**src/design/lprc_pkg.sv**
```systemverilog
// Package: shared types, constants and the CRC-32 byte update for the record checker.
`timescale 1ns / 1ps

package lprc_pkg;

    // Bit of the length word that flags a trailing CRC
    localparam int FLAG_BIT       = 31;
    // Width of the byte position and record start counters
    localparam int POSITION_WIDTH = 32;
    // Compare width: wide enough that start + 4 + length + 4 never wraps
    localparam int CMP_W = ((POSITION_WIDTH > 32) ? POSITION_WIDTH : 32) + 2;

    localparam logic [31:0] CRC_INIT  = 32'hFFFF_FFFF;
    localparam logic [31:0] CRC_POLY  = 32'hEDB8_8320;
    localparam logic [31:0] FLAG_MASK = 32'h1 << FLAG_BIT;

    // Result status codes
    localparam logic [1:0] ST_GOOD    = 2'd0;
    localparam logic [1:0] ST_CRC_ERR = 2'd1;
    localparam logic [1:0] ST_OVERRUN = 2'd2;
    localparam logic [1:0] ST_END     = 2'd3;

    typedef logic [POSITION_WIDTH-1:0] pos_t;

    // One queued input transfer
    typedef struct packed {
        logic       restart;
        logic [7:0] data;
    } lprc_entry_t;

    // One result item
    typedef struct packed {
        logic [30:0] payload_length;
        logic [31:0] record_start;
        logic [1:0]  status;
        logic        record_done;
        logic        byte_valid;
        logic [7:0]  payload_byte;
    } lprc_result_t;

    // Reflected CRC-32 update over one byte
    function automatic logic [31:0] crc_byte(input logic [31:0] crc_in, input logic [7:0] b);
        logic [31:0] c;
        c = crc_in ^ {24'd0, b};
        for (int k = 0; k < 8; k++) begin
            c = (c >> 1) ^ (c[0] ? CRC_POLY : 32'd0);
        end
        return c;
    endfunction

endpackage

```
**src/design/lprc_front.sv**
```systemverilog
// Front end: accepts input transfers, tags restarts and queues them for the checker.
`timescale 1ns / 1ps

module lprc_front (
    input  logic                  aclk,
    input  logic                  aresetn,
    input  logic                  s_tvalid,
    output logic                  s_tready,
    input  logic [7:0]            s_tdata,
    input  logic [0:0]            s_tuser,
    output logic                  q_valid,
    output lprc_pkg::lprc_entry_t q_head,
    input  logic                  q_pop
);

    lprc_pkg::lprc_entry_t slot_reg [2];
    logic       wr_ptr_reg, wr_ptr_next;
    logic       rd_ptr_reg, rd_ptr_next;
    logic [1:0] count_reg, count_next;
    logic       push;
    logic       pop;

    assign s_tready = (count_reg != 2'd2);
    assign push     = s_tvalid && s_tready;
    assign q_valid  = (count_reg != 2'd0);
    assign pop      = q_pop && q_valid;
    assign q_head   = slot_reg[rd_ptr_reg];

    // Advance pointers and fill count
    always_comb begin
        wr_ptr_next = push ? ~wr_ptr_reg : wr_ptr_reg;
        rd_ptr_next = pop ? ~rd_ptr_reg : rd_ptr_reg;
        count_next  = count_reg + {1'b0, push} - {1'b0, pop};
    end

    always_ff @(posedge aclk) begin
        if (!aresetn) begin
            wr_ptr_reg <= 1'b0;
            rd_ptr_reg <= 1'b0;
            count_reg  <= 2'd0;
        end else begin
            wr_ptr_reg <= wr_ptr_next;
            rd_ptr_reg <= rd_ptr_next;
            count_reg  <= count_next;
        end
    end

    // Store the classified transfer
    always_ff @(posedge aclk) begin
        if (push) begin
            slot_reg[wr_ptr_reg].restart <= s_tuser[0];
            slot_reg[wr_ptr_reg].data    <= s_tdata;
        end
    end

endmodule

```
**src/design/lprc_back.sv**
```systemverilog
// Back end: record parser, CRC check and the output register.
`timescale 1ns / 1ps

module lprc_back (
    input  logic                   aclk,
    input  logic                   aresetn,
    input  logic                   cfg_valid,
    output logic                   cfg_ready,
    input  logic [31:0]            cfg_data,
    input  logic                   q_valid,
    input  lprc_pkg::lprc_entry_t  q_head,
    output logic                   q_pop,
    output logic                   out_valid,
    output lprc_pkg::lprc_result_t out_data,
    input  logic                   out_ready
);

    localparam logic [1:0] PH_HEADER  = 2'd0;
    localparam logic [1:0] PH_PAYLOAD = 2'd1;
    localparam logic [1:0] PH_CRC     = 2'd2;

    logic [31:0]          limit_reg;
    logic [1:0]           phase_reg, phase_next;
    logic                 halted_reg, halted_next;
    logic [1:0]           fbc_reg, fbc_next;
    logic [31:0]          lw_reg, lw_next;
    logic                 has_crc_reg, has_crc_next;
    logic [30:0]          left_reg, left_next;
    logic [31:0]          crc_reg, crc_next;
    logic [31:0]          exp_reg, exp_next;
    lprc_pkg::pos_t       pos_reg, pos_next;
    lprc_pkg::pos_t       start_reg, start_next;

    logic                 out_valid_reg;
    lprc_pkg::lprc_result_t out_reg;

    logic                 emit;
    logic                 emit_bv;
    logic                 emit_done;
    logic [1:0]           emit_st;
    logic [31:0]          lw_base;
    logic [31:0]          len_full;
    logic [lprc_pkg::CMP_W-1:0] start_ext;
    logic [lprc_pkg::CMP_W-1:0] lim_ext;
    logic [lprc_pkg::CMP_W-1:0] need;
    logic                 at_end;
    logic                 overrun;

    assign cfg_ready = 1'b1;
    assign q_pop     = q_valid && (!out_valid_reg || out_ready);
    assign out_valid = out_valid_reg;
    assign out_data  = out_reg;

    assign start_ext = lprc_pkg::CMP_W'(start_reg);
    assign lim_ext   = lprc_pkg::CMP_W'(limit_reg);
    assign at_end    = (start_ext + lprc_pkg::CMP_W'(4)) > lim_ext;
    assign lw_base   = (fbc_reg == 2'd0) ? 32'd0 : lw_reg;
    assign len_full  = lw_next & ~lprc_pkg::FLAG_MASK;
    assign need      = lprc_pkg::CMP_W'(len_full) + lprc_pkg::CMP_W'(4)
                     + (lw_next[lprc_pkg::FLAG_BIT] ? lprc_pkg::CMP_W'(4) : lprc_pkg::CMP_W'(0));
    assign overrun   = len_full[31] || ((start_ext + need) > lim_ext);

    // Step the record parser on the popped transfer
    always_comb begin
        phase_next   = phase_reg;
        halted_next  = halted_reg;
        fbc_next     = fbc_reg;
        lw_next      = lw_reg;
        has_crc_next = has_crc_reg;
        left_next    = left_reg;
        crc_next     = crc_reg;
        exp_next     = exp_reg;
        pos_next     = pos_reg;
        start_next   = start_reg;
        emit         = 1'b0;
        emit_bv      = 1'b0;
        emit_done    = 1'b0;
        emit_st      = lprc_pkg::ST_GOOD;
        if (q_pop) begin
            if (q_head.restart) begin
                phase_next   = PH_HEADER;
                halted_next  = 1'b0;
                fbc_next     = 2'd0;
                lw_next      = 32'd0;
                has_crc_next = 1'b0;
                left_next    = 31'd0;
                crc_next     = lprc_pkg::CRC_INIT;
                exp_next     = 32'd0;
                pos_next     = '0;
                start_next   = '0;
            end else if (!halted_reg) begin
                case (phase_reg)
                    PH_PAYLOAD: begin
                        crc_next  = lprc_pkg::crc_byte(crc_reg, q_head.data);
                        pos_next  = pos_reg + lprc_pkg::pos_t'(1);
                        left_next = left_reg - 31'd1;
                        emit      = 1'b1;
                        emit_bv   = 1'b1;
                        if (left_next == 31'd0) begin
                            if (has_crc_reg) begin
                                phase_next = PH_CRC;
                                fbc_next   = 2'd0;
                                exp_next   = 32'd0;
                            end else begin
                                emit_done  = 1'b1;
                                phase_next = PH_HEADER;
                                fbc_next   = 2'd0;
                                start_next = pos_next;
                            end
                        end
                    end
                    PH_CRC: begin
                        exp_next = {exp_reg[23:0], q_head.data};
                        pos_next = pos_reg + lprc_pkg::pos_t'(1);
                        fbc_next = fbc_reg + 2'd1;
                        if (fbc_next == 2'd0) begin
                            emit      = 1'b1;
                            emit_done = 1'b1;
                            if ((crc_reg ^ lprc_pkg::CRC_INIT) == exp_next) begin
                                phase_next = PH_HEADER;
                                start_next = pos_next;
                            end else begin
                                emit_st     = lprc_pkg::ST_CRC_ERR;
                                halted_next = 1'b1;
                            end
                        end
                    end
                    default: begin
                        phase_next = PH_HEADER;
                        if (fbc_reg == 2'd0 && at_end) begin
                            lw_next     = 32'd0;
                            emit        = 1'b1;
                            emit_done   = 1'b1;
                            emit_st     = lprc_pkg::ST_END;
                            halted_next = 1'b1;
                        end else begin
                            lw_next  = {lw_base[23:0], q_head.data};
                            pos_next = pos_reg + lprc_pkg::pos_t'(1);
                            fbc_next = fbc_reg + 2'd1;
                            if (fbc_next == 2'd0) begin
                                has_crc_next = lw_next[lprc_pkg::FLAG_BIT];
                                if (overrun) begin
                                    emit        = 1'b1;
                                    emit_done   = 1'b1;
                                    emit_st     = lprc_pkg::ST_OVERRUN;
                                    halted_next = 1'b1;
                                end else begin
                                    crc_next  = lprc_pkg::CRC_INIT;
                                    left_next = len_full[30:0];
                                    if (len_full != 32'd0) begin
                                        phase_next = PH_PAYLOAD;
                                    end else if (lw_next[lprc_pkg::FLAG_BIT]) begin
                                        phase_next = PH_CRC;
                                        fbc_next   = 2'd0;
                                        exp_next   = 32'd0;
                                    end else begin
                                        emit       = 1'b1;
                                        emit_done  = 1'b1;
                                        start_next = pos_next;
                                    end
                                end
                            end
                        end
                    end
                endcase
            end
        end
    end

    // Hold the region limit
    always_ff @(posedge aclk) begin
        if (!aresetn) begin
            limit_reg <= 32'd0;
        end else if (cfg_valid && cfg_ready) begin
            limit_reg <= cfg_data;
        end
    end

    // Parser state
    always_ff @(posedge aclk) begin
        if (!aresetn) begin
            phase_reg   <= PH_HEADER;
            halted_reg  <= 1'b0;
            fbc_reg     <= 2'd0;
            lw_reg      <= 32'd0;
            has_crc_reg <= 1'b0;
            left_reg    <= 31'd0;
            crc_reg     <= lprc_pkg::CRC_INIT;
            exp_reg     <= 32'd0;
            pos_reg     <= '0;
            start_reg   <= '0;
        end else begin
            phase_reg   <= phase_next;
            halted_reg  <= halted_next;
            fbc_reg     <= fbc_next;
            lw_reg      <= lw_next;
            has_crc_reg <= has_crc_next;
            left_reg    <= left_next;
            crc_reg     <= crc_next;
            exp_reg     <= exp_next;
            pos_reg     <= pos_next;
            start_reg   <= start_next;
        end
    end

    // Output register: load a new result, drop it once the transfer completes
    always_ff @(posedge aclk) begin
        if (!aresetn) begin
            out_valid_reg <= 1'b0;
        end else if (emit) begin
            out_valid_reg <= 1'b1;
        end else if (out_ready) begin
            out_valid_reg <= 1'b0;
        end
    end

    always_ff @(posedge aclk) begin
        if (emit) begin
            out_reg.payload_byte   <= emit_bv ? q_head.data : 8'd0;
            out_reg.byte_valid     <= emit_bv;
            out_reg.record_done    <= emit_done;
            out_reg.status         <= emit_st;
            out_reg.record_start   <= start_ext[31:0];
            out_reg.payload_length <= len_full[30:0];
        end
    end

    // A result is only produced from a transfer taken off the queue
    a_emit_from_pop: assert property (@(posedge aclk) disable iff (!aresetn)
        emit |-> q_pop)
        else $error("result produced without a queued transfer");

    // Entering the halted state always reports a final result whose status is not good
    a_halt_reports: assert property (@(posedge aclk) disable iff (!aresetn)
        (q_pop && !halted_reg && halted_next) |=>
            (out_valid_reg && out_reg.record_done && out_reg.status != lprc_pkg::ST_GOOD))
        else $error("halt without a final error result");

    // A result that is not final always carries a payload byte
    a_mid_has_byte: assert property (@(posedge aclk) disable iff (!aresetn)
        (out_valid_reg && !out_reg.record_done) |-> out_reg.byte_valid)
        else $error("non-final result without payload byte");

    // Error status only on a final result
    a_mid_good: assert property (@(posedge aclk) disable iff (!aresetn)
        (out_valid_reg && !out_reg.record_done) |-> (out_reg.status == lprc_pkg::ST_GOOD))
        else $error("error status on a non-final result");

    // A halted checker stays quiet until a restart
    a_halted_quiet: assert property (@(posedge aclk) disable iff (!aresetn)
        (halted_reg && q_pop && !q_head.restart) |-> !emit)
        else $error("result while halted");

endmodule

```
**src/design/length_prefixed_record_checker_unit.sv**
```systemverilog
// Top level: length-prefixed record checker with CRC-32 over the payload.
`timescale 1ns / 1ps

// Scans a byte stream of length-prefixed records from position zero up to the
// configured region limit. Each record opens with a 4-byte big-endian length
// word; its top bit flags a trailing 4-byte big-endian CRC-32 of the payload.
// Payload bytes come out as they arrive, and each record ends with one result
// with tlast set and a final status (good, CRC mismatch, overrun, end of
// region). After an error or end of region the checker halts until a restart
// transfer (tuser bit 0 set). The block takes one byte per clock cycle while the
// result stream is not stalled; the rate is set by the bytewise CRC update,
// which is combinational. Input bytes wait in a two-entry queue ahead of the
// parser; a popped byte is parsed and its result is registered in the output
// register, from which it is presented on the result stream.
// Header and CRC bytes, other than the one that ends a record, give no result.
// Write the region limit only while the block is idle.
module length_prefixed_record_checker_unit (
    input  logic        aclk,
    input  logic        aresetn,
    // Region limit register write
    input  logic        cfg_valid,
    output logic        cfg_ready,
    input  logic [31:0] cfg_data,
    // Input stream
    input  logic        s_tvalid,
    output logic        s_tready,
    input  logic [7:0]  s_tdata,   // [7:0] data_byte
    input  logic [0:0]  s_tuser,   // [0] action (1 = restart)
    // Result stream
    output logic        m_tvalid,
    input  logic        m_tready,
    output logic [71:0] m_tdata,   // [7:0] payload_byte, [39:8] record_start,
                                   // [70:40] payload_length, [71] zero
    output logic [2:0]  m_tuser,   // [0] byte_valid, [2:1] status
    output logic        m_tlast    // record_done
);

    logic                   q_valid;
    lprc_pkg::lprc_entry_t  q_head;
    logic                   q_pop;
    lprc_pkg::lprc_result_t res;

    lprc_front u_front (
        .aclk     (aclk),
        .aresetn  (aresetn),
        .s_tvalid (s_tvalid),
        .s_tready (s_tready),
        .s_tdata  (s_tdata),
        .s_tuser  (s_tuser),
        .q_valid  (q_valid),
        .q_head   (q_head),
        .q_pop    (q_pop)
    );

    lprc_back u_back (
        .aclk      (aclk),
        .aresetn   (aresetn),
        .cfg_valid (cfg_valid),
        .cfg_ready (cfg_ready),
        .cfg_data  (cfg_data),
        .q_valid   (q_valid),
        .q_head    (q_head),
        .q_pop     (q_pop),
        .out_valid (m_tvalid),
        .out_data  (res),
        .out_ready (m_tready)
    );

    // Pack the result fields onto the stream
    assign m_tdata = {1'b0, res.payload_length, res.record_start, res.payload_byte};
    assign m_tuser = {res.status, res.byte_valid};
    assign m_tlast = res.record_done;

endmodule

```
**config.mk**
```make
export PLATFORM = sky130hd
export DESIGN_NAME = length_prefixed_record_checker_unit
export DESIGN_NICKNAME = d
export VERILOG_FILES = /design/src/design/lprc_pkg.sv /design/src/design/lprc_front.sv /design/src/design/lprc_back.sv /design/src/design/length_prefixed_record_checker_unit.sv
export SDC_FILE = /design/constraint.sdc
export NUM_CORES = 1
export LEC_CHECK = 0
export BUFFER_PORTS_ARGS = -buffer_cell sky130_fd_sc_hd__buf_4
export CORE_ASPECT_RATIO = 0.9
export CORE_MARGIN = 3
export CORE_UTILIZATION = 50
export CTS_BUF_LIST = sky130_fd_sc_hd__clkbuf_8
export CTS_CLUSTER_SIZE = 28
export DETAILED_ROUTE_END_ITERATION = 7
export PLACE_DENSITY = 0.68
export SLEW_MARGIN = 10
export SYNTH_ARGS = -nofsm -noshare
export SYNTH_HDL_FRONTEND = slang
export SYNTH_SLANG_ARGS = --single-unit
```
**constraint.sdc**
```tcl
create_clock -name aclk -period 37 [get_ports aclk]
set_clock_uncertainty 0.2 [all_clocks]
set_input_delay 7.4 -clock aclk [delete_from_list [all_inputs] [get_ports aclk]]
set_output_delay 7.4 -clock aclk [all_outputs]
set_load 0.005 [all_outputs]
```
Word-level counts from Yosys, hierarchy flattened:

Memories as Yosys holds them, arrays and structs flattened. A register that Yosys moved wholly into a read port is not among the register bits.
Cells that the tools add are included.

* flip-flop bits (word level): 301
* bits in latches: 0
* memory bits (writable): 18
* ROM bits: 0
* memories: 1

Memory list
* u_front.slot_reg: words 2, width 9, rd ports 1, clocked after Yosys merged registers in 1, write ports 1, RTL line lprc_front.sv:16 `lprc_pkg::lprc_entry_t slot_reg [2];`

* $add $sub $neg: 9
* multipliers: 0
* div/mod/pow operators: 0
* magnitude comparators: 2
* equal/unequal tests: 20
* shift operators: 0
* muxes and demuxes: 116
* bitwise operators: 13
* reductions and logical operators: 25

Operators with widths (number)
* $mux 32: 33
* $xor 31x32->32: 8
* $mux 24: 10
* $mux 31: 5
* $pmux 32 s2: 2
* $gt 34x32->1: 2
* $pmux 31 s2: 1
* $pmux 24 s2: 1
* $mux 2: 23
* $add 32x34->34: 1
* $add 34x34->34: 1
* $mux 1: 34
* $add 32x3->33 const B: 1
* $add 31x3->32 const B: 1
* $add 32x1->32 const B: 1
* $eq 32x32->1: 1
* $not 32->32: 1
* $reduce_bool 32->1: 1
* $xor 32x8->32: 1
* $logic_not 31->1: 1
* $sub 31x1->31 const B: 1
* $ne 4x4->1 const B: 4
* $ne 3x2->1 const B: 4
* $ne 3x3->1 const B: 4
* other kinds (26): 43

Logic depth before layout (Yosys ltp):

* word-level depth: 20
* depth in mapped cells: 49
* mapped depth without buffers: 45

Hierarchy:

A second synthesis with hierarchy kept.

* cell total of the unflattened synthesis: 2014
* area total of the unflattened synthesis: 18828.1 µm²

By module, submodules not included
* lprc_back: instances 1, cells each 1960, area an instance 17934.7 µm²
* lprc_front: instances 1, cells each 52, area an instance 882.1 µm²
* length_prefixed_record_checker_unit: instances 1, cells each 2, area an instance 11.3 µm²

Worst setup path before layout:

OpenSTA, ideal clock, no wires.

* kind: input port to flip-flop
* from: input port m_tready
* to: register u_back.out_reg (netlist bit u_back.out_data[0]) (enable)
* arrival: 16.925 ns
* path slack: 19.342 ns
* cell stages on the path: 32
* path buffers: 4
* path through: nor2b_1 > a211o_1 > buf_2 > clkbuf_1 > clkbuf_1 > nand2_1 > o21a_1 > inv_1 > ha_1 > and3b_1 > clkbuf_1 > nand3_1 > xnor2_1 > ha_1 > ha_1 > a21o_1 > a21o_1 > a221oi_1 > o31ai_1 > a21o_1 > a221o_1 > a21o_1 > a21oi_1 > xnor2_1 > ha_1 > nand4_1 > nor3_1 > a31oi_1 > o211ai_1 > a21oi_2 > a21o_1 > a21oi_1

* word-level cells in the longest chain between the ends: 14
* elaborated cells between the ends (all ways): 17

RTL lines
* start: declaration: RTL line length_prefixed_record_checker_unit.sv:31 `input logic m_tready,`
* $logic_or 1x1->1 *: RTL line lprc_back.sv:50 `assign q_pop = q_valid && (!out_valid_reg || out_ready);`
* $logic_and 1x1->1 *: RTL line lprc_back.sv:50
* $mux 32 *: RTL line lprc_back.sv:79 `if (q_pop) begin`
* net u_back.lw_next[3]: RTL line lprc_back.sv:26 `logic [31:0] lw_reg, lw_next;`
* $add 31x3->32: RTL line lprc_back.sv:59 `assign need = lprc_pkg::CMP_W'(len_full) + lprc_pkg::CMP_W'(4)`
* $add 34x34->34: RTL line lprc_back.sv:60 `+ (lw_next[lprc_pkg::FLAG_BIT] ? lprc_pkg::CMP_W'(4) : lprc_pkg::CMP_W'(0));`
* $add 32x34->34: RTL line lprc_back.sv:61 `assign overrun = len_full[31] || ((start_ext + need) > lim_ext);`
* $gt 34x32->1: RTL line lprc_back.sv:61
* $mux 1 *: RTL line lprc_back.sv:142 `if (overrun) begin`
* $mux 1 *: RTL line lprc_back.sv:140 `if (fbc_next == 2'd0) begin`
* $mux 1 *: RTL line lprc_back.sv:130 `if (fbc_reg == 2'd0 && at_end) begin`
* $pmux 1 s2 *: RTL line lprc_back.sv:92 `case (phase_reg)`
* $mux 1 *: RTL line lprc_back.sv:91 `end else if (!halted_reg) begin`
* $mux 1 *: RTL line lprc_back.sv:80 `if (q_head.restart) begin`
* $mux 1 *: RTL line lprc_back.sv:79
* net u_back.emit: RTL line lprc_back.sv:37 `logic emit;`
* end: declaration: RTL line lprc_back.sv:35 `lprc_pkg::lprc_result_t out_reg;`

The timed path passes the listed nets; every way through them passes the cells marked *.
A chain may end at the register's enable or synchronous reset.

Final worst setup path:

* from: input port m_tready
* to: register u_back.left_reg[16]

* word-level cells in the longest chain between the ends: 9
* elaborated cells between the ends (all ways): 16

RTL lines
* $logic_or 1x1->1: RTL line lprc_back.sv:50
* $logic_and 1x1->1: RTL line lprc_back.sv:50
* $mux 32: RTL line lprc_back.sv:79
* net u_back.lw_next[2]: RTL line lprc_back.sv:26
* $add 31x3->32: RTL line lprc_back.sv:59
* $add 34x34->34: RTL line lprc_back.sv:60
* $add 32x34->34: RTL line lprc_back.sv:61
* $gt 34x32->1: RTL line lprc_back.sv:61
* $ne 3x3->1 (no line)
* $reduce_and 6->1 (no line)
* end signal: assignment: RTL line lprc_back.sv:198 `left_reg <= left_next;`
* end: declaration: RTL line lprc_back.sv:28 `logic [30:0] left_reg, left_next;`

The timed path passes the listed nets, and every way through them passes these cells. The select of a mux whose other input is x is not followed.

==> impl_metrics.ini <==
[synthesis]
synth_top_area_share_pct = 23.5
synth_seq_area_share_pct = 37.9
synth_common_cells = dfxtp_1 (227), nor2_1 (194), nand2_1 (183)
yosys.area.top_type = dfxtp_1
syn-num-nets = 2367
synth.area.top_cells = dfxtp_1 (23%), edfxtp_1 (14%), ha_1 (9.0%)
ys_warn_count = 0
synth-seq-cells = 320
syn_area_per_cell_um2 = 8.89
yosysMostFrequentCell = dfxtp_1
dominantRegCellSynth = dfxtp_1
ys_async_sr_fraction_pct = 0
synth_edf_count = 93
synth.distinct_cells = 88
synth_area_um2 = 19400
syn_inst = 2179

[sta]
fin_tns_setup_ns = 0
period_minus_slack_ns = 16.09
drv_slew = 0
relSlewSlack_pct = 31.7
report.final.hold_viol_count = 0
worstMarginPinSlew_ns = 1.02
setup_viol = 0
timing.final.crit_share_pct = 43.5
setup_slack_ns = 20.91
rsz0062_at_grt = false
fmax_mhz = 62.2

[layout]
final_cells = 2793
fillCellCount = 3448
area_growth_syn_to_layout_pct = 11.7
largest_register_ffs = 75
final_nets = 2457
antennaDiodeCount = 0
layout-drive-gt1-share_pct = 10.8
multi_input_area_um2 = 11200
stdcell_area_um2 = 21600
seq_area_um2 = 7340

[floorplanning]
rows = 67
die_y_um = 193
fp.dieW_um = 213
initial_utilization_pct = 51.3
core-area_um2 = 37700
ios = 125
die_area_um2 = 41100

[grt]
grt_max_degree = 87
grt.total_usage_pct = 26.7
grt_pass1_wl_mm = 87.2
grt-ovfl-total = 0
antenna_found_initial = 0
grt_pass1_vias = 15916

[run_status]
status = finished clean

[clocking]
htree_levels = 2
clock-sinks = 320
post_cts_buffers = 0
cts-resized-gates = 0
clk_pin_slew_ns = 0.06
tritoncts = yes
postCtsHoldBufs = 0
clk_latency_ns = 0.65
cts_made_buffers = 53
root_buffer = clkbuf_8
cts_buffer_depth = 3

[worst_setup_path]
cp.buffers_inverters = 4
critPathTopFamily = compound AO/OA/AOI/OAI gates
startpoint = m_tready
reg2regPathDepth = 43
cp_max_fo = 72
worstPathRequired_ns = 37.36
critPathMaxStageDelay_ns = 0.60
arrival_ns = 16.44
cp-endpoint = u_back.left_reg[16]
rr_startpoint = u_back.start_reg[5]
crit_path_start_kind = input pin
worst-path-stages = 35
rrSetupSlack_ns = 24.37
crit_type = in2reg
endpoint_kind = flop
regToRegEndpoint = u_back.left_reg[16]
slowest_stage = nand3_1

[pwr]
comb_power_share_pct = 37.1
powerDensity_nw_per_um2 = 50.0
power_frac_seq_pct = 35.7
p_clk_share_pct = 27.2
peakVddDrop_uv = 32.8
internal_power_mw = 0.664
p_switching_mw = 0.416
sw_frac_of_total_pct = 38.5
leakage_nw = 9.03

[place]
place.gp.congestion = 0.930
dp_slack_ns = 20.48
io_buffers = 122
hpwl_mm = 39.7
place_area_um2 = 20600
dp.cells = 2697

[drt]
vias = 16673
post-route-drc-count = 0
drt_iter0_drc = 1553
via_per_inst = 5.97
postRouteWirelength_mm = 55.3
ant_nets = 0
routedWlPerCell_um = 19.8
drt_first_pass_iters = 5

[hold_path]
hp-class = reg2reg

[run]
drv_cap = 0
[area by class of cell]
cell class,count,area share (%)
Inverter,103,1.80
Timing Repair Buffer,151,5.24
Clock buffer,57,3.63
Tap cell,483,2.79
Multi-Input combinational cell,1640,51.7
Sequential cell,320,33.9
Clock inverter,39,0.897
[cell usage in the layout (no fill, tap or decap), drive strengths merged, types with 26 or more instances in the layout]
cell type | Yosys | layout
a21oi | 137 | 137
a22oi | 26 | 26
buf | 33 | 151
clkbuf | 83 | 57
dfxtp | 227 | 227
edfxtp | 93 | 93
ha | 140 | 140
inv | 103 | 132
mux2i | 71 | 71
nand2 | 183 | 183
nand3 | 140 | 140
nand4 | 58 | 58
nor2 | 195 | 195
nor3 | 36 | 36
o21ai | 75 | 75
o31a | 35 | 35
xnor2 | 153 | 153
xor2 | 69 | 69
[power by group through the flow]
stage | Clock (mW) | Sequential (mW) | Combinational [mW]
floorplan | 0 | 0.387 | 0.302
global placement | 0 | 0.392 | 0.390
detailed placement | 0 | 0.393 | 0.393
CTS | 0.302 | 0.385 | 0.396
global route | 0.319 | 0.387 | 0.438
finish | 0.294 | 0.386 | 0.401
[per-stage QoR]
stage	util, %	hold slack, ns	power (mW)
final	57.3	0.266	1.08
after global routing	57.3	0.284	1.14
after CTS	57.3	0.266	1.08
after floorplan	-	0.237	0.689
after global placement	54.7	0.255	0.782
after detailed placement	54.7	0.256	0.786
[routing by layer]
metal  vias up  share of wire [%]  GRT usage [%]  wire (um)
met3       106                7.2           4.63       3960
li1       8016                  -              -          -
met2       601                 45           42.0      24800
met4         0                2.8           8.64       1550
met1      7950                 45           37.5      25000
met5         -                  0              0          0
[how the worst min path moves through the flow]
stage                        start                   to  slack, ns  cells after the start
6_report       u_back.left_reg[23]  u_back.left_reg[23]       0.27                      2
2_1_floorplan  u_back.left_reg[23]  u_back.left_reg[23]       0.24                      2
3_5_place_dp   u_back.left_reg[23]  u_back.left_reg[23]       0.26                      2
4_1_cts        u_back.left_reg[23]  u_back.left_reg[23]       0.27                      2
5_1_grt        u_back.left_reg[23]  u_back.left_reg[23]       0.28                      2
3_3_place_gp   u_back.left_reg[23]  u_back.left_reg[23]       0.25                      2
[worst min-delay path, cell delays in order, from the launching register on]
cell	delay, ns
dfxtp_1	0.32
inv_1	0.05
o22ai_1	0.05
[logic make-up after synthesis]
logic type,after synthesis,synth area share [%]
fa+ha+maj,142,9.25
buf+inv,219,4.57
flops,320,37.9
other cells,2,0.0388
xor+xnor,222,10.0
mux,73,3.81
compound gates,449,15.4
simple gates,752,19.0
(Power assumes the default switching activity.)
